$ cat src/pulse_width_bit_decoder_macros.svh
// ----------------------------------------------------------------------------
// Pulse width bit decoder assertion macros
// Shared concurrent assertion forms, clocked on i_clk with reset held off.
// ----------------------------------------------------------------------------
`ifndef PULSE_WIDTH_BIT_DECODER_MACROS_SVH
`define PULSE_WIDTH_BIT_DECODER_MACROS_SVH

// Consequent must hold in the same cycle as the antecedent.
`define PWBD_ASSERT_NOW(lbl, ante, cons, msg) \
    lbl: assert property (@(posedge i_clk) disable iff (!i_rst_n) (ante) |-> (cons)) \
        else $error(msg);

// Consequent must hold in the cycle after the antecedent.
`define PWBD_ASSERT_NEXT(lbl, ante, cons, msg) \
    lbl: assert property (@(posedge i_clk) disable iff (!i_rst_n) (ante) |=> (cons)) \
        else $error(msg);

`endif

$ cat src/pwbd_pkg.sv
// ----------------------------------------------------------------------------
// Pulse width bit decoder package
// Word types, register indexes, result codes and the controller interface.
// ----------------------------------------------------------------------------
package pwbd_pkg;

    typedef struct packed {
        logic [15:0] high_ticks;
        logic [15:0] low_ticks;
    } t_in_word;

    typedef struct packed {
        logic [1:0]  kind;
        logic [2:0]  symbol;
        logic [15:0] cycle_value;
        logic [15:0] threshold_value;
        logic        last;
    } t_out_word;

    localparam logic [2:0] CFG_SYNC_MIN   = 3'd0;
    localparam logic [2:0] CFG_SYNC_MAX   = 3'd1;
    localparam logic [2:0] CFG_SHORT_MIN  = 3'd2;
    localparam logic [2:0] CFG_SPLIT      = 3'd3;
    localparam logic [2:0] CFG_LONG_MAX   = 3'd4;

    localparam logic [15:0] RST_SYNC_MIN  = 16'd2500;
    localparam logic [15:0] RST_SYNC_MAX  = 16'd5000;
    localparam logic [15:0] RST_SHORT_MIN = 16'd250;
    localparam logic [15:0] RST_SPLIT     = 16'd1000;
    localparam logic [15:0] RST_LONG_MAX  = 16'd2000;

    localparam logic [1:0] KIND_SYMBOL = 2'd0;
    localparam logic [1:0] KIND_CAL    = 2'd1;
    localparam logic [1:0] KIND_FAIL   = 2'd2;
    localparam logic [1:0] KIND_END    = 2'd3;

    localparam logic [2:0] SYM_BIT0 = 3'd0;
    localparam logic [2:0] SYM_BIT1 = 3'd1;
    localparam logic [2:0] SYM_FIX0 = 3'd2;
    localparam logic [2:0] SYM_FIX1 = 3'd3;
    localparam logic [2:0] SYM_RUN1 = 3'd5;
    localparam logic [2:0] SYM_RUN0 = 3'd6;

    localparam logic [3:0] PHASE_HUNT   = 4'd0;
    localparam logic [3:0] PHASE_LAST   = 4'd8;
    localparam logic [3:0] PHASE_DECODE = 4'd9;

    localparam int unsigned MAX_RESULTS = 8;

    localparam logic [3:0] OP_NONE   = 4'd0;
    localparam logic [3:0] OP_ACCEPT = 4'd1;
    localparam logic [3:0] OP_HUNT   = 4'd2;
    localparam logic [3:0] OP_CAL    = 4'd3;
    localparam logic [3:0] OP_D1     = 4'd4;
    localparam logic [3:0] OP_D2     = 4'd5;
    localparam logic [3:0] OP_D3     = 4'd6;
    localparam logic [3:0] OP_TERM   = 4'd7;
    localparam logic [3:0] OP_LOOP   = 4'd8;
    localparam logic [3:0] OP_FIN    = 4'd9;
    localparam logic [3:0] OP_FIN2   = 4'd10;

    typedef struct packed {
        logic [3:0] op;
        logic       drain;
    } t_cmd;

    typedef struct packed {
        logic decoding;
        logic full;
        logic cnt_zero;
        logic hunt_cal;
        logic hunt_again;
        logic len_fits;
        logic term;
        logic dev_small;
        logic again;
        logic loop_go;
        logic drain_done;
    } t_status;

endpackage

$ cat src/pwbd_ctrl.sv
// ----------------------------------------------------------------------------
// Pulse width bit decoder controller
// Sequences hunt, calibration, decode steps and result draining per word.
// ----------------------------------------------------------------------------
module pwbd_ctrl (
    input  logic             i_clk,
    input  logic             i_rst_n,
    input  logic             i_in_valid,
    output logic             o_in_ready,
    input  pwbd_pkg::t_status i_status,
    output pwbd_pkg::t_cmd   o_cmd
);
    import pwbd_pkg::*;

    localparam logic [3:0] S_IDLE  = 4'd0;
    localparam logic [3:0] S_STEP  = 4'd1;
    localparam logic [3:0] S_HUNT  = 4'd2;
    localparam logic [3:0] S_CAL   = 4'd3;
    localparam logic [3:0] S_D1    = 4'd4;
    localparam logic [3:0] S_D2    = 4'd5;
    localparam logic [3:0] S_D3    = 4'd6;
    localparam logic [3:0] S_TERM  = 4'd7;
    localparam logic [3:0] S_LOOP  = 4'd8;
    localparam logic [3:0] S_FIN   = 4'd9;
    localparam logic [3:0] S_FIN2  = 4'd10;
    localparam logic [3:0] S_DONE  = 4'd11;
    localparam logic [3:0] S_DRAIN = 4'd12;

    logic [3:0] r_state;
    logic [3:0] n_state;

    always_comb begin
        n_state     = r_state;
        o_cmd.op    = OP_NONE;
        o_cmd.drain = 1'b0;
        case (r_state)
            S_IDLE: begin
                if (i_in_valid) begin
                    o_cmd.op = OP_ACCEPT;
                    n_state  = S_STEP;
                end
            end
            S_STEP: begin
                if (i_status.full) begin
                    n_state = S_DONE;
                end else if (i_status.decoding) begin
                    n_state = S_D1;
                end else begin
                    n_state = S_HUNT;
                end
            end
            S_HUNT: begin
                o_cmd.op = OP_HUNT;
                if (i_status.hunt_cal) begin
                    n_state = S_CAL;
                end else if (i_status.hunt_again) begin
                    n_state = S_STEP;
                end else begin
                    n_state = S_DONE;
                end
            end
            S_CAL: begin
                o_cmd.op = OP_CAL;
                n_state  = S_DONE;
            end
            S_D1: begin
                o_cmd.op = OP_D1;
                n_state  = S_D2;
            end
            S_D2: begin
                o_cmd.op = OP_D2;
                n_state  = i_status.len_fits ? S_DONE : S_D3;
            end
            S_D3: begin
                o_cmd.op = OP_D3;
                if (i_status.term) begin
                    n_state = S_TERM;
                end else if (i_status.dev_small) begin
                    n_state = i_status.again ? S_STEP : S_DONE;
                end else begin
                    n_state = S_LOOP;
                end
            end
            S_TERM: begin
                o_cmd.op = OP_TERM;
                n_state  = S_STEP;
            end
            S_LOOP: begin
                o_cmd.op = OP_LOOP;
                if (!i_status.loop_go) begin
                    n_state = S_FIN;
                end
            end
            S_FIN: begin
                o_cmd.op = OP_FIN;
                n_state  = S_FIN2;
            end
            S_FIN2: begin
                o_cmd.op = OP_FIN2;
                n_state  = i_status.again ? S_STEP : S_DONE;
            end
            S_DONE: begin
                n_state = i_status.cnt_zero ? S_IDLE : S_DRAIN;
            end
            S_DRAIN: begin
                o_cmd.drain = 1'b1;
                if (i_status.drain_done) begin
                    n_state = S_IDLE;
                end
            end
            default: begin
                n_state = S_IDLE;
            end
        endcase
    end

    always_ff @(posedge i_clk) begin
        if (!i_rst_n) begin
            r_state <= S_IDLE;
        end else begin
            r_state <= n_state;
        end
    end

    assign o_in_ready = (r_state == S_IDLE);

`include "pulse_width_bit_decoder_macros.svh"

    `PWBD_ASSERT_NEXT(a_accept_step, r_state == S_IDLE && i_in_valid, r_state == S_STEP, "Accepted word did not start processing.")
    `PWBD_ASSERT_NEXT(a_full_done, r_state == S_STEP && i_status.full, r_state == S_DONE, "Processing continued past the result limit.")
    `PWBD_ASSERT_NOW(a_hunt_excl, r_state == S_HUNT, !(i_status.hunt_cal && i_status.hunt_again), "Hunt reported calibration and mismatch together.")

endmodule

$ cat src/pwbd_datapath.sv
// ----------------------------------------------------------------------------
// Pulse width bit decoder datapath
// Holds configuration, calibration and run state, the result buffer and output.
// ----------------------------------------------------------------------------
module pwbd_datapath (
    input  logic                i_clk,
    input  logic                i_rst_n,
    input  logic                i_cfg_wr_en,
    input  logic [2:0]          i_cfg_index,
    input  logic [15:0]         i_cfg_wr_data,
    input  pwbd_pkg::t_in_word  i_in_word,
    input  pwbd_pkg::t_cmd      i_cmd,
    output pwbd_pkg::t_status   o_status,
    output logic                o_out_valid,
    input  logic                i_out_ready,
    output pwbd_pkg::t_out_word o_out_word
);
    import pwbd_pkg::*;

    typedef struct packed {
        logic [1:0]  kind;
        logic [2:0]  symbol;
        logic [15:0] cycle_value;
        logic [15:0] threshold_value;
    } t_entry;

    logic [15:0] r_sync_min, r_sync_max, r_short_min, r_split, r_long_max;
    logic [15:0] r_up, r_dn;
    logic [16:0] r_sum;
    logic [3:0]  r_phase;
    logic [15:0] r_short_sum, r_long_sum, r_cycle_sum;
    logic [15:0] r_win_high, r_win_low, r_avg, r_thr;
    logic signed [16:0] r_run_len;
    logic [15:0] r_run_high;
    logic        r_back;
    logic signed [18:0] r_len, r_dm, r_dev;
    logic [15:0] r_nh;
    logic [16:0] r_lim;
    logic        r_term, r_again;
    t_entry      r_buf [MAX_RESULTS];
    logic [3:0]  r_cnt, r_rd;
    t_out_word   r_out;
    logic        r_out_valid;

    logic        sync_hit, win, short_ok, long_ok, full, bit_hi;
    logic [16:0] short_add, long_add, cyc_add, run_add;
    logic [15:0] short_nx, long_nx, cyc_nx;
    logic [14:0] thr_sum;
    logic [15:0] thr_nx, avg_nx;
    logic        term_d1;
    logic [16:0] s_d1;
    logic signed [18:0] avg_s, eighth_s, prv_s, dplus, len_nx, fin_dev, neg_dev;
    logic        back_go, len_fits, dev_small, loop_go, fin_small;
    logic        e_valid, load_out;
    t_entry      e_word;

    always_comb begin
        full      = (r_cnt == 4'(MAX_RESULTS));
        bit_hi    = (r_run_high > r_thr);
        sync_hit  = (r_sync_min <= r_up) && (r_up <= r_sync_max) &&
                    (r_sync_min <= r_dn) && (r_dn <= r_sync_max);
        win       = ({1'b0, r_win_low} <= r_sum) && (r_sum <= {1'b0, r_win_high});
        short_ok  = (r_phase inside {4'd1, 4'd2, 4'd5, 4'd7}) && win &&
                    (r_short_min <= r_up) && (r_up <= r_split);
        long_ok   = (r_phase inside {4'd3, 4'd4, 4'd6, 4'd8}) && win &&
                    (r_split <= r_up) && (r_up <= r_long_max);
        short_add = {1'b0, r_short_sum} + {1'b0, r_up};
        long_add  = {1'b0, r_long_sum} + {1'b0, r_up};
        cyc_add   = {1'b0, r_cycle_sum} + r_sum;
        run_add   = {1'b0, r_run_high} + {1'b0, r_up};
        short_nx  = short_add[16] ? 16'hFFFF : short_add[15:0];
        long_nx   = long_add[16] ? 16'hFFFF : long_add[15:0];
        cyc_nx    = cyc_add[16] ? 16'hFFFF : cyc_add[15:0];
        thr_sum   = {1'b0, r_short_sum[15:2]} + {1'b0, r_long_sum[15:2]};
        thr_nx    = {2'b00, thr_sum[14:1]};
        avg_nx    = {3'b000, r_cycle_sum[15:3]};

        avg_s     = signed'({3'b000, r_avg});
        eighth_s  = signed'({6'b0, r_avg[15:3]});
        prv_s     = {{2{r_run_len[16]}}, r_run_len};
        term_d1   = ({1'b0, r_sum} > {r_avg, 2'b00});
        s_d1      = term_d1 ? ({1'b0, r_avg} + {4'b0, r_avg[15:3]}) : r_sum;

        len_fits  = (r_len <= avg_s);
        dplus     = r_len - avg_s;
        back_go   = r_back && (r_dm < dplus);
        dev_small = (r_dev < eighth_s);
        loop_go   = (r_len > signed'({2'b00, r_lim})) && !full;
        len_nx    = r_len - avg_s;
        fin_dev   = (r_len > avg_s) ? (r_len - avg_s) : (avg_s - r_len);
        neg_dev   = -r_dev;
        fin_small = dev_small;

        e_valid = 1'b0;
        e_word  = '0;
        case (i_cmd.op)
            OP_HUNT: begin
                if (!sync_hit && !short_ok && !long_ok && r_phase != PHASE_HUNT) begin
                    e_valid       = 1'b1;
                    e_word.kind   = KIND_FAIL;
                    e_word.symbol = 3'(r_phase - 4'd1);
                end
            end
            OP_CAL: begin
                e_valid                = 1'b1;
                e_word.kind            = KIND_CAL;
                e_word.cycle_value     = avg_nx;
                e_word.threshold_value = thr_nx;
            end
            OP_D3: begin
                if (r_term || dev_small) begin
                    e_valid       = 1'b1;
                    e_word.kind   = KIND_SYMBOL;
                    e_word.symbol = bit_hi ? SYM_BIT1 : SYM_BIT0;
                end
            end
            OP_TERM: begin
                e_valid     = 1'b1;
                e_word.kind = KIND_END;
            end
            OP_LOOP: begin
                if (loop_go) begin
                    e_valid       = 1'b1;
                    e_word.kind   = KIND_SYMBOL;
                    e_word.symbol = bit_hi ? SYM_RUN1 : SYM_RUN0;
                end
            end
            OP_FIN2: begin
                e_valid     = 1'b1;
                e_word.kind = KIND_SYMBOL;
                if (fin_small) begin
                    e_word.symbol = bit_hi ? SYM_BIT1 : SYM_BIT0;
                end else begin
                    e_word.symbol = bit_hi ? SYM_FIX1 : SYM_FIX0;
                end
            end
            default: begin
                e_valid = 1'b0;
            end
        endcase

        load_out = i_cmd.drain && (r_rd != r_cnt) && (!r_out_valid || i_out_ready);
    end

    always_ff @(posedge i_clk) begin
        if (!i_rst_n) begin
            r_sync_min  <= RST_SYNC_MIN;
            r_sync_max  <= RST_SYNC_MAX;
            r_short_min <= RST_SHORT_MIN;
            r_split     <= RST_SPLIT;
            r_long_max  <= RST_LONG_MAX;
        end else if (i_cfg_wr_en) begin
            case (i_cfg_index)
                CFG_SYNC_MIN:  r_sync_min  <= i_cfg_wr_data;
                CFG_SYNC_MAX:  r_sync_max  <= i_cfg_wr_data;
                CFG_SHORT_MIN: r_short_min <= i_cfg_wr_data;
                CFG_SPLIT:     r_split     <= i_cfg_wr_data;
                CFG_LONG_MAX:  r_long_max  <= i_cfg_wr_data;
                default: begin
                end
            endcase
        end
    end

    always_ff @(posedge i_clk) begin
        if (e_valid && !full) begin
            r_buf[r_cnt[2:0]] <= e_word;
        end
        if (i_cmd.op == OP_ACCEPT) begin
            r_up  <= i_in_word.high_ticks;
            r_dn  <= i_in_word.low_ticks;
            r_sum <= {1'b0, i_in_word.high_ticks} + {1'b0, i_in_word.low_ticks};
        end
        if (i_cmd.op == OP_D1) begin
            r_len  <= prv_s + signed'({2'b00, s_d1});
            r_dm   <= avg_s - prv_s;
            r_nh   <= run_add[16] ? 16'hFFFF : run_add[15:0];
            r_lim  <= {r_avg, 1'b0} - {2'b00, r_avg[15:1]};
            r_term <= term_d1;
        end
        if (i_cmd.op == OP_D2 && !len_fits) begin
            r_dev   <= back_go ? r_dm : dplus;
            r_again <= back_go;
            r_term  <= r_term && !back_go;
            if (back_go) begin
                r_len <= prv_s;
            end
        end
        if (i_cmd.op == OP_LOOP && loop_go) begin
            r_len <= len_nx;
        end
        if (i_cmd.op == OP_FIN) begin
            r_dev <= fin_dev;
        end
        if (load_out) begin
            r_out.kind            <= r_buf[r_rd[2:0]].kind;
            r_out.symbol          <= r_buf[r_rd[2:0]].symbol;
            r_out.cycle_value     <= r_buf[r_rd[2:0]].cycle_value;
            r_out.threshold_value <= r_buf[r_rd[2:0]].threshold_value;
            r_out.last            <= (r_rd == r_cnt - 4'd1);
        end
    end

    always_ff @(posedge i_clk) begin
        if (!i_rst_n) begin
            r_phase     <= PHASE_HUNT;
            r_short_sum <= '0;
            r_long_sum  <= '0;
            r_cycle_sum <= '0;
            r_win_high  <= '0;
            r_win_low   <= '0;
            r_avg       <= '0;
            r_thr       <= '0;
            r_run_len   <= '0;
            r_run_high  <= '0;
            r_back      <= 1'b0;
            r_cnt       <= '0;
            r_rd        <= '0;
            r_out_valid <= 1'b0;
        end else begin
            if (e_valid && !full) begin
                r_cnt <= r_cnt + 4'd1;
            end
            if (load_out) begin
                r_rd        <= r_rd + 4'd1;
                r_out_valid <= 1'b1;
            end else if (i_out_ready) begin
                r_out_valid <= 1'b0;
            end
            case (i_cmd.op)
                OP_ACCEPT: begin
                    r_cnt <= '0;
                    r_rd  <= '0;
                end
                OP_HUNT: begin
                    if (sync_hit) begin
                        r_win_high  <= r_sum[16:1];
                        r_win_low   <= {1'b0, r_sum[16:2]};
                        r_short_sum <= '0;
                        r_long_sum  <= '0;
                        r_cycle_sum <= '0;
                        r_phase     <= 4'd1;
                    end else if (short_ok) begin
                        r_short_sum <= short_nx;
                        r_cycle_sum <= cyc_nx;
                        r_phase     <= r_phase + 4'd1;
                    end else if (long_ok) begin
                        r_long_sum  <= long_nx;
                        r_cycle_sum <= cyc_nx;
                        r_phase     <= r_phase + 4'd1;
                    end else if (r_phase != PHASE_HUNT) begin
                        r_phase     <= PHASE_HUNT;
                        r_short_sum <= '0;
                        r_long_sum  <= '0;
                        r_cycle_sum <= '0;
                    end
                end
                OP_CAL: begin
                    r_thr      <= thr_nx;
                    r_avg      <= avg_nx;
                    r_run_len  <= '0;
                    r_run_high <= '0;
                    r_back     <= 1'b0;
                end
                OP_D2: begin
                    if (len_fits) begin
                        r_run_len  <= r_len[16:0];
                        r_run_high <= r_nh;
                        r_back     <= 1'b1;
                    end else if (!back_go) begin
                        r_run_high <= r_nh;
                    end
                end
                OP_D3: begin
                    if (!r_term && dev_small) begin
                        r_run_len  <= '0;
                        r_run_high <= '0;
                        r_back     <= 1'b0;
                    end
                end
                OP_TERM: begin
                    r_phase     <= PHASE_HUNT;
                    r_short_sum <= '0;
                    r_long_sum  <= '0;
                    r_cycle_sum <= '0;
                end
                OP_LOOP: begin
                    if (loop_go) begin
                        r_run_high <= (r_run_high > r_avg) ? (r_run_high - r_avg) : 16'd0;
                    end
                end
                OP_FIN2: begin
                    if (fin_small) begin
                        r_run_len  <= '0;
                        r_run_high <= '0;
                        r_back     <= 1'b0;
                    end else if (r_len < avg_s) begin
                        r_run_len  <= (r_dev > 19'sd65536) ? 17'h10000 : neg_dev[16:0];
                        r_run_high <= '0;
                    end else begin
                        r_run_len  <= (r_dev > 19'sd65535) ? 17'h0FFFF : r_dev[16:0];
                        r_run_high <= (r_dev > 19'sd65535) ? 16'hFFFF : r_dev[15:0];
                    end
                end
                default: begin
                end
            endcase
        end
    end

    always_comb begin
        o_status.decoding   = (r_phase == PHASE_DECODE);
        o_status.full       = full;
        o_status.cnt_zero   = (r_cnt == 4'd0);
        o_status.hunt_cal   = !sync_hit && (short_ok || long_ok) && (r_phase == PHASE_LAST);
        o_status.hunt_again = !sync_hit && !short_ok && !long_ok && (r_phase != PHASE_HUNT);
        o_status.len_fits   = len_fits;
        o_status.term       = r_term;
        o_status.dev_small  = dev_small;
        o_status.again      = r_again;
        o_status.loop_go    = loop_go;
        o_status.drain_done = (r_rd == r_cnt);
    end

    assign o_out_valid = r_out_valid;
    assign o_out_word  = r_out;

endmodule

$ cat src/pulse_width_bit_decoder.sv
// ----------------------------------------------------------------------------
// Pulse width bit decoder
// Each input word is one captured pulse pair (high and low ticks). The block
// hunts for a sync pair and an eight-pair training pattern, reports the
// calibrated bit cycle and high threshold, then decodes bit symbols.
// Input and output are valid/ready channels; configuration is a write port
// of five 16-bit registers. The user must see that they are written only
// while the block is idle; the block itself leaves this unchecked. One word
// is processed at a time. A hunt step runs the hunt state, plus calibration
// when it completes. A decode pass runs steps D1 and D2 and stops when the
// pair fits in the current bit; else step D3 settles a bit at once or
// enters the run loop, which emits run symbols, then steps FIN and FIN2.
// Reprocessing repeats passes, up to eight results per word. Results leave
// the result buffer via the output register as it frees up, the last
// flagged by last. A word causing no result returns to idle after the
// hunt or decode pass. A stalled receiver holds the drain; the next word
// is accepted once the final result sits in the output register.
// Synchronous reset restores register defaults and returns to the sync hunt.
// ----------------------------------------------------------------------------
module pulse_width_bit_decoder (
    input  logic                i_clk,
    input  logic                i_rst_n,
    input  logic                i_cfg_wr_en,
    input  logic [2:0]          i_cfg_index,
    input  logic [15:0]         i_cfg_wr_data,
    input  logic                i_in_valid,
    output logic                o_in_ready,
    input  pwbd_pkg::t_in_word  i_in_word,
    output logic                o_out_valid,
    input  logic                i_out_ready,
    output pwbd_pkg::t_out_word o_out_word
);
    import pwbd_pkg::*;

    t_cmd    cmd;
    t_status status;

    pwbd_ctrl u_ctrl (
        .i_clk      (i_clk),
        .i_rst_n    (i_rst_n),
        .i_in_valid (i_in_valid),
        .o_in_ready (o_in_ready),
        .i_status   (status),
        .o_cmd      (cmd)
    );

    pwbd_datapath u_datapath (
        .i_clk         (i_clk),
        .i_rst_n       (i_rst_n),
        .i_cfg_wr_en   (i_cfg_wr_en),
        .i_cfg_index   (i_cfg_index),
        .i_cfg_wr_data (i_cfg_wr_data),
        .i_in_word     (i_in_word),
        .i_cmd         (cmd),
        .o_status      (status),
        .o_out_valid   (o_out_valid),
        .i_out_ready   (i_out_ready),
        .o_out_word    (o_out_word)
    );

endmodule
$ cat config.mk
export PLATFORM = sky130hd
export DESIGN_NAME = pulse_width_bit_decoder
export DESIGN_NICKNAME = d
export VERILOG_FILES = /design/src/pwbd_pkg.sv /design/src/pwbd_ctrl.sv /design/src/pwbd_datapath.sv /design/src/pulse_width_bit_decoder.sv
export VERILOG_INCLUDE_DIRS = /design/src /design/src/src
export SDC_FILE = /design/constraint.sdc
export NUM_CORES = 2
export LEC_CHECK = 0
export ABC_AREA = 1
export BUFFER_PORTS_ARGS = -buffer_cell sky130_fd_sc_hd__buf_2
export CAP_MARGIN = 20
export CELL_PAD_IN_SITES_DETAIL_PLACEMENT = 1
export CELL_PAD_IN_SITES_GLOBAL_PLACEMENT = 2
export CORE_MARGIN = 3
export CORE_UTILIZATION = 30
export CTS_CLUSTER_SIZE = 14
export DETAILED_ROUTE_END_ITERATION = 7
export PLACE_DENSITY = 0.73
export SETUP_SLACK_MARGIN = 0.02
export SKIP_CTS_REPAIR_TIMING = 1
export SLEW_MARGIN = 20
export SYNTH_ARGS = -nofsm -noshare
export SYNTH_HDL_FRONTEND = slang
export SYNTH_SLANG_ARGS = --single-unit
$ cat constraint.sdc
create_clock -name i_clk -period 5.36 [get_ports i_clk]
set_input_delay 1.072 -clock i_clk [delete_from_list [all_inputs] [get_ports i_clk]]
set_output_delay 1.072 -clock i_clk [all_outputs]
set_load 0.01 [all_outputs]
Word-level counts from Yosys, hierarchy flattened
Memory sizes are Yosys's and may differ from the RTL's. A register that Yosys moved wholly into a read port is not among the register bits.
Cells that the tools add are included.
Word-level totals
  register bits after elaboration: 395
  RAM bits: 272
  bits of input ports: 56
  output and inout bits: 40
  logic and storage cells: 274
  memories: 1
Operators by class
  add/sub/neg operators: 19
  magnitude comparators: 21
  equality and inequality tests: 52
  multiplexer cells: 86
  bitwise operators: 1
  reductions and logical operators: 62
Memories
  u_datapath.r_buf: words 8, bits a word 34, read ports 1, clocked after Yosys merged registers in 1, write ports 1, line pwbd_datapath.sv:40  | t_entry r_buf [MAX_RESULTS];
Operator list (number)
  2-to-1 mux 16 bit: 21
  2-to-1 mux 19 bit: 8
  less-or-equal comparator 16 bit: 8
  2-to-1 mux 17 bit: 7
  one-hot mux 16 bit (2 select lines): 3
  one-hot mux 16 bit (5 select lines): 1
  adder 16 x 16 -> 17 bit: 4
  one-hot mux 17 bit (4 select lines): 1
  2-to-1 mux 4 bit: 15
  one-hot mux 4 bit (13 select lines): 1
  equality test 4 x 3 -> 1 bit (second input constant): 12
  equality test 4 bit (second input constant): 11
  one-hot mux 4 bit (10 select lines): 1
  2-to-1 mux 29 bit: 1
  equality test 4 x 2 -> 1 bit (second input constant): 6
  logical AND 1 bit: 24
  adder 17 x 18 -> 19 bit: 1
  greater-than comparator 19 x 14 -> 1 bit: 1
  greater-than comparator 19 x 17 -> 1 bit (second input constant): 1
  greater-than comparator 19 x 18 -> 1 bit: 1
  greater-than comparator 19 x 18 -> 1 bit (second input constant): 1
  less-or-equal comparator 19 x 14 -> 1 bit: 1
  less-than comparator 19 x 11 -> 1 bit: 1
  less-than comparator 19 x 14 -> 1 bit: 1
  other kinds (52): 109

Depth between registers and ports, before layout
  depth in word-level cells: 14
  gate-level depth with buffers: 28
  mapped depth without buffers: 28

Hierarchy
From an unflattened synthesis, not the netlist that was laid out.
Unflattened totals
  cells, all modules: 4836
  area total of the unflattened synthesis: 40113.5 µm²
Modules (own cells, without submodules)
  pwbd_datapath: instances 1, cells each 4752, area each 39674.3 µm²
  pwbd_ctrl: instances 1, cells each 84, area each 439.2 µm²

Least setup slack after synthesis
No wires, ideal clock.
  path kind: flip-flop to flip-flop
  start: register u_datapath.r_avg[11]
  end: memory u_datapath.r_buf[1][0] (netlist bit) (enable)
  library setup time: 0.461 ns
  arrival time: 4.273 ns
  required time: 4.899 ns
  slack: 0.626 ns
  cell stages (with the launch flop): 17
  path buffers: 1
  clock period less this slack: 4.734 ns
  cells stage by stage: dfxtp_1 clkbuf_1 inv_1 ha_1 a21oi_1 nor2_1 nor3_1 nand2_1 nand2_2 inv_1 nand2_1 nand2_1 nand2_1 nor2_1 nand3_2 nand3_1 nor3_1
Between the ends
  longest elaborated chain between the ends: 7
Ends and longest elaborated chain
  start, declared: line pwbd_datapath.sv:32  | logic [15:0] r_win_high, r_win_low, r_avg, r_thr;
  start signal, assigned: line pwbd_datapath.sv:260  | r_avg <= avg_nx;
  less-than comparator 19 x 11 -> 1 bit: line pwbd_datapath.sv:87  | dev_small = (r_dev < eighth_s);
  logical OR 1 bit: line pwbd_datapath.sv:111  | if (r_term || dev_small) begin
  2-to-1 mux 1 bit: line pwbd_datapath.sv:111
  one-hot mux 1 bit (4 select lines): line pwbd_datapath.sv:96  | case (i_cmd.op)
  logical AND 1 bit: line pwbd_datapath.sv:166  | if (e_valid && !full) begin
  2-to-1 mux 1 bit: line pwbd_datapath.sv:166
  2-to-1 mux 1 bit (not written as such): line pwbd_datapath.sv:167  | r_buf[r_cnt[2:0]] <= e_word;
  end, declared: line pwbd_datapath.sv:40
No other way between the ends.

Worst setup path after layout
  start: register u_datapath.r_avg[5]
  end: register u_datapath.r_dev[8], data pin
Between the ends
  longest elaborated chain between the ends: 6
  elaborated cells on any way between the ends: 9
Ends and longest elaborated chain
  subtractor 19 x 14 -> 19 bit: line pwbd_datapath.sv:85, pwbd_datapath.sv:90
  less-than comparator 19 bit: line pwbd_datapath.sv:86  | back_go = r_back && (r_dm < dplus);
  logical AND 1 bit: line pwbd_datapath.sv:86
  2-to-1 mux 19 bit: line pwbd_datapath.sv:182  | r_dev <= back_go ? r_dm : dplus;
  2-to-1 mux 19 bit: line pwbd_datapath.sv:181  | if (i_cmd.op == OP_D2 && !len_fits) begin
  2-to-1 mux 19 bit (*): line pwbd_datapath.sv:192  | if (i_cmd.op == OP_FIN) begin
  end signal, assigned: line pwbd_datapath.sv:182
  end signal, assigned: line pwbd_datapath.sv:193  | r_dev <= fin_dev;
  end, declared: line pwbd_datapath.sv:36  | logic signed [18:0] r_len, r_dm, r_dev;
Mark *: on every way between the ends. The rest lies on a longest branch, timed or not. The select of a mux whose other input is x is not followed.
A chain may end at the register's enable or synchronous reset.

==> results.json <==
{
  "status": "complete, no violations",
  "cp-end-kind": "flop",
  "gr-total-overflow": 0,
  "numPortBuffers": 90,
  "area_growth_pct": 13.98,
  "clockBufferDepth": 3,
  "synth_compound_area_share_pct": 15.96,
  "yosys.area_share.simple_pct": 17.84,
  "grt_pass1_vias": 35030,
  "min_period_over_period_pct": 92.45,
  "start_util_pct": 30.36,
  "slew_headroom_pct": 30.83,
  "place_inst": 6604,
  "hold_viol": 0,
  "synth_top_family_by_area": "simple AND/OR/NAND/NOR gates",
  "synth-xor-area-share_pct": 3.296,
  "synthMuxAreaShare_pct": 0,
  "diodes": 0,
  "totalPowerFinal_mw": 15.30,
  "clock_latency_ns": 0.73,
  "n_fill_cell": 15750,
  "grt_max_degree": 86,
  "async_flop_share_pct": 0,
  "root_buffer": "clkbuf_16",
  "final_antenna_net_count": 0,
  "grt_first_pass_wirelength_microns": 218200,
  "slew_violations": 0,
  "num_rows": 133,
  "fin_ws_ns": 0.4048,
  "required_ns": 5.81,
  "numCtsBuffers": 81,
  "htreeDepth": 3,
  "seq_area_frac_synth_pct": 42.56,
  "worst_ep_arrival_time_ns": 5.40,
  "cts_sinks": 649,
  "synthFlopType": "edfxtp_1",
  "clock.fmax_mhz": 201.8,
  "drive_gt1_share_pct": 7.658,
  "drcViolationCount": 0,
  "vias": 34520,
  "synth_area_sq_um": 40120,
  "nets": 5411,
  "layout.cells.non_filler": 6756,
  "criticalPathCategory": "reg -> reg",
  "num_io_pins": 96,
  "min_path_type": "reg -> reg",
  "power_density_nw_per_um2": 334.5,
  "viasPerCell": 5.110,
  "start_kind": "flop",
  "rsz0062_at_grt": "no",
  "syn_inst": 4831,
  "grt_usage_pct": 20.68,
  "syn_avg_cell_area_sq_um": 8.305,
  "routed_wl_microns": 143600,
  "vdd_drop_max_mv": 0.2182,
  "path_clk_slew_ns": 0.06,
  "worst-slew-pin-transition_ns": 1.038,
  "die_h_microns": 371.7,
  "finalSetupViolCount": 0,
  "core-area_sq_um": 132100,
  "ys_seq_elements": 649,
  "finClkSkew_ns": 0.07750,
  "ys.warnings.count": 0,
  "ys_types": 66,
  "dieArea_sq_um": 138200,
  "drt_pass1_iterations": 6,
  "wl_per_cell_microns": 21.25,
  "drv_cap": 0,
  "chipWidth_microns": 371.7,
  "crit_fanout": 17,
  "place.gp.congestion": 0.9117,
  "power.leakage_nw": 19.31,
  "dp_hpwl_microns": 107100,
  "post-place-ws_ns": 0.2075,
  "synth_edf_count": 408,
  "cts_tree": "yes",
  "setup_tns_ns": 0,
  "drt_iter0_drc": 2257,
  "min_period_ns": 4.955,
  "synth_fa_ha_area_share_pct": 13.37,
  "antenna_found_initial": 3
}
-- registers in the layout (all words and copies together) (netlist names), 17 cells and up --
signal	count
u_datapath.o_out_word	33
u_datapath.r_buf	256
u_datapath.r_dev	19
u_datapath.r_dm	18
u_datapath.r_len	19
u_datapath.r_run_len	17
u_datapath.r_sum	17
-- cells in the mapped netlist, types with 7 or more instances --
master | count | share of area, %
dfxtp_1 | 241 | 12
a211oi_1 | 9 | 0.17
inv_2 | 12 | 0.11
buf_2 | 23 | 0.29
nor2_1 | 520 | 4.9
nand3_1 | 171 | 2.1
nand3b_1 | 7 | 0.13
nand4_1 | 43 | 0.67
edfxtp_1 | 408 | 31
ha_1 | 408 | 13
inv_1 | 538 | 5.0
nor3_1 | 42 | 0.52
nor4_1 | 8 | 0.12
a31oi_1 | 42 | 0.65
o21ai_0 | 434 | 5.4
o21bai_1 | 14 | 0.26
a21oi_1 | 469 | 5.9
o21ai_1 | 11 | 0.14
clkinv_1 | 7 | 0.066
o22ai_1 | 40 | 0.62
a21boi_0 | 11 | 0.21
o211ai_1 | 41 | 0.77
clkbuf_1 | 106 | 0.99
or2_2 | 18 | 0.28
o21a_1 | 17 | 0.32
o221ai_1 | 15 | 0.33
buf_4 | 12 | 0.22
xor2_1 | 114 | 2.5
a21o_1 | 24 | 0.45
buf_1 | 10 | 0.094
nand2_1 | 888 | 8.3
xnor2_1 | 37 | 0.81
fa_1 | 13 | 0.65
-- report_power, final --
part           internal (mW)  switching [mW]  leakage (nW)
Combinational           1.10            2.27          12.6
Clock                   3.50            2.42          1.40
Sequential              5.63           0.375          5.29
Total                   10.2            5.06          19.3
-- logic make-up after synthesis --
kind of cell,after synthesis
other,2
AO/OA/AOI/OAI,1164
XOR/XNOR,151
buffers and inverters,714
flip-flops,649
AND/OR/NAND/NOR,1730
adder cells (fa/ha/maj),421
-- final timing paths --
kind                                           startpoint                   endpoint  slack [ns]  depth (start not counted)
worst max-delay path                  u_datapath.r_avg[5]        u_datapath.r_dev[8]        0.40                         23
worst min-delay path            u_datapath.r_short_min[0]  u_datapath.r_short_min[0]        0.46                          2
worst max register to register        u_datapath.r_avg[5]        u_datapath.r_dev[8]        0.40                         23
worst min register to register  u_datapath.r_short_min[0]  u_datapath.r_short_min[0]        0.46                          2
-- metal layers --
layer  share of wire, %  track usage [%]  up-vias
met4                2.6            5.508        2
met1                 47            28.81    16950
met2                 46            33.47      700
met5             0.0070                0        -
li1                   -                -    16680
met3                4.4            2.877      192
-- worst max-delay path, stage by stage, from the launching register on --
cell      delay (ns)
dfxtp_1         0.53
inv_1           0.26
ha_1            0.28
a21o_1          0.19
a21oi_1         0.12
nand2_1         0.12
a21oi_1         0.32
o21bai_1        0.19
nor3_2          0.22
xor2_1          0.37
inv_1           0.08
ha_1            0.34
nand2_1         0.08
inv_1           0.08
nand3_1         0.10
nor2_1          0.17
nand3_1         0.11
nand4_1         0.13
nand3_2         0.24
clkinv_1        0.17
buf_4           0.25
o21ai_0         0.13
a21oi_1         0.19
a21oi_1         0.06
-- layout make-up --
cell class | count | area, sq um | share of cell area (%)
inverter | 561 | 2131 | 4.659
sequential | 649 | 17080 | 37.35
timing repair buffer | 167 | 1056 | 2.309
tap | 1755 | 2196 | 4.802
multi-input combinational | 3474 | 20380 | 44.56
clock buffer | 96 | 2123 | 4.643
clock inverter | 54 | 767.0 | 1.677
-- metrics by stage --
stage               hold slack (ns)  area (sq um)  utilization (%)
CTS                          0.4646         45710            34.59
floorplan                    0.4329         40140                -
global placement             0.4481         42810            32.40
global route                 0.4865         45730            34.61
detailed placement           0.4559         42810            32.40
finish                       0.4594         45730            34.61
-- cells in the final DEF (no fill, tap or decap), drive strengths merged, types with 3 or more instances in the layout --
cell	count
nor2	532
o21a	17
a32oi	4
buf	166
edfxtp	408
nand3	177
nor3	42
clkbuf	97
o21bai	14
nand3b	7
a21oi	474
nor4	9
a211oi	9
a21boi	11
xor2	114
bufinv	14
fa	13
inv	550
a22oi	4
o2111ai	6
o211ai	41
xnor2	37
ha	408
a31oi	42
or2	18
o21ai	447
conb	8
nand4	43
a21o	24
dfxtp	241
clkinv	48
o22ai	40
clkinvlp	3
and2	3
o31ai	6
o221ai	15
nand2	897
Note: power is estimated with default switching activity, not from simulation.
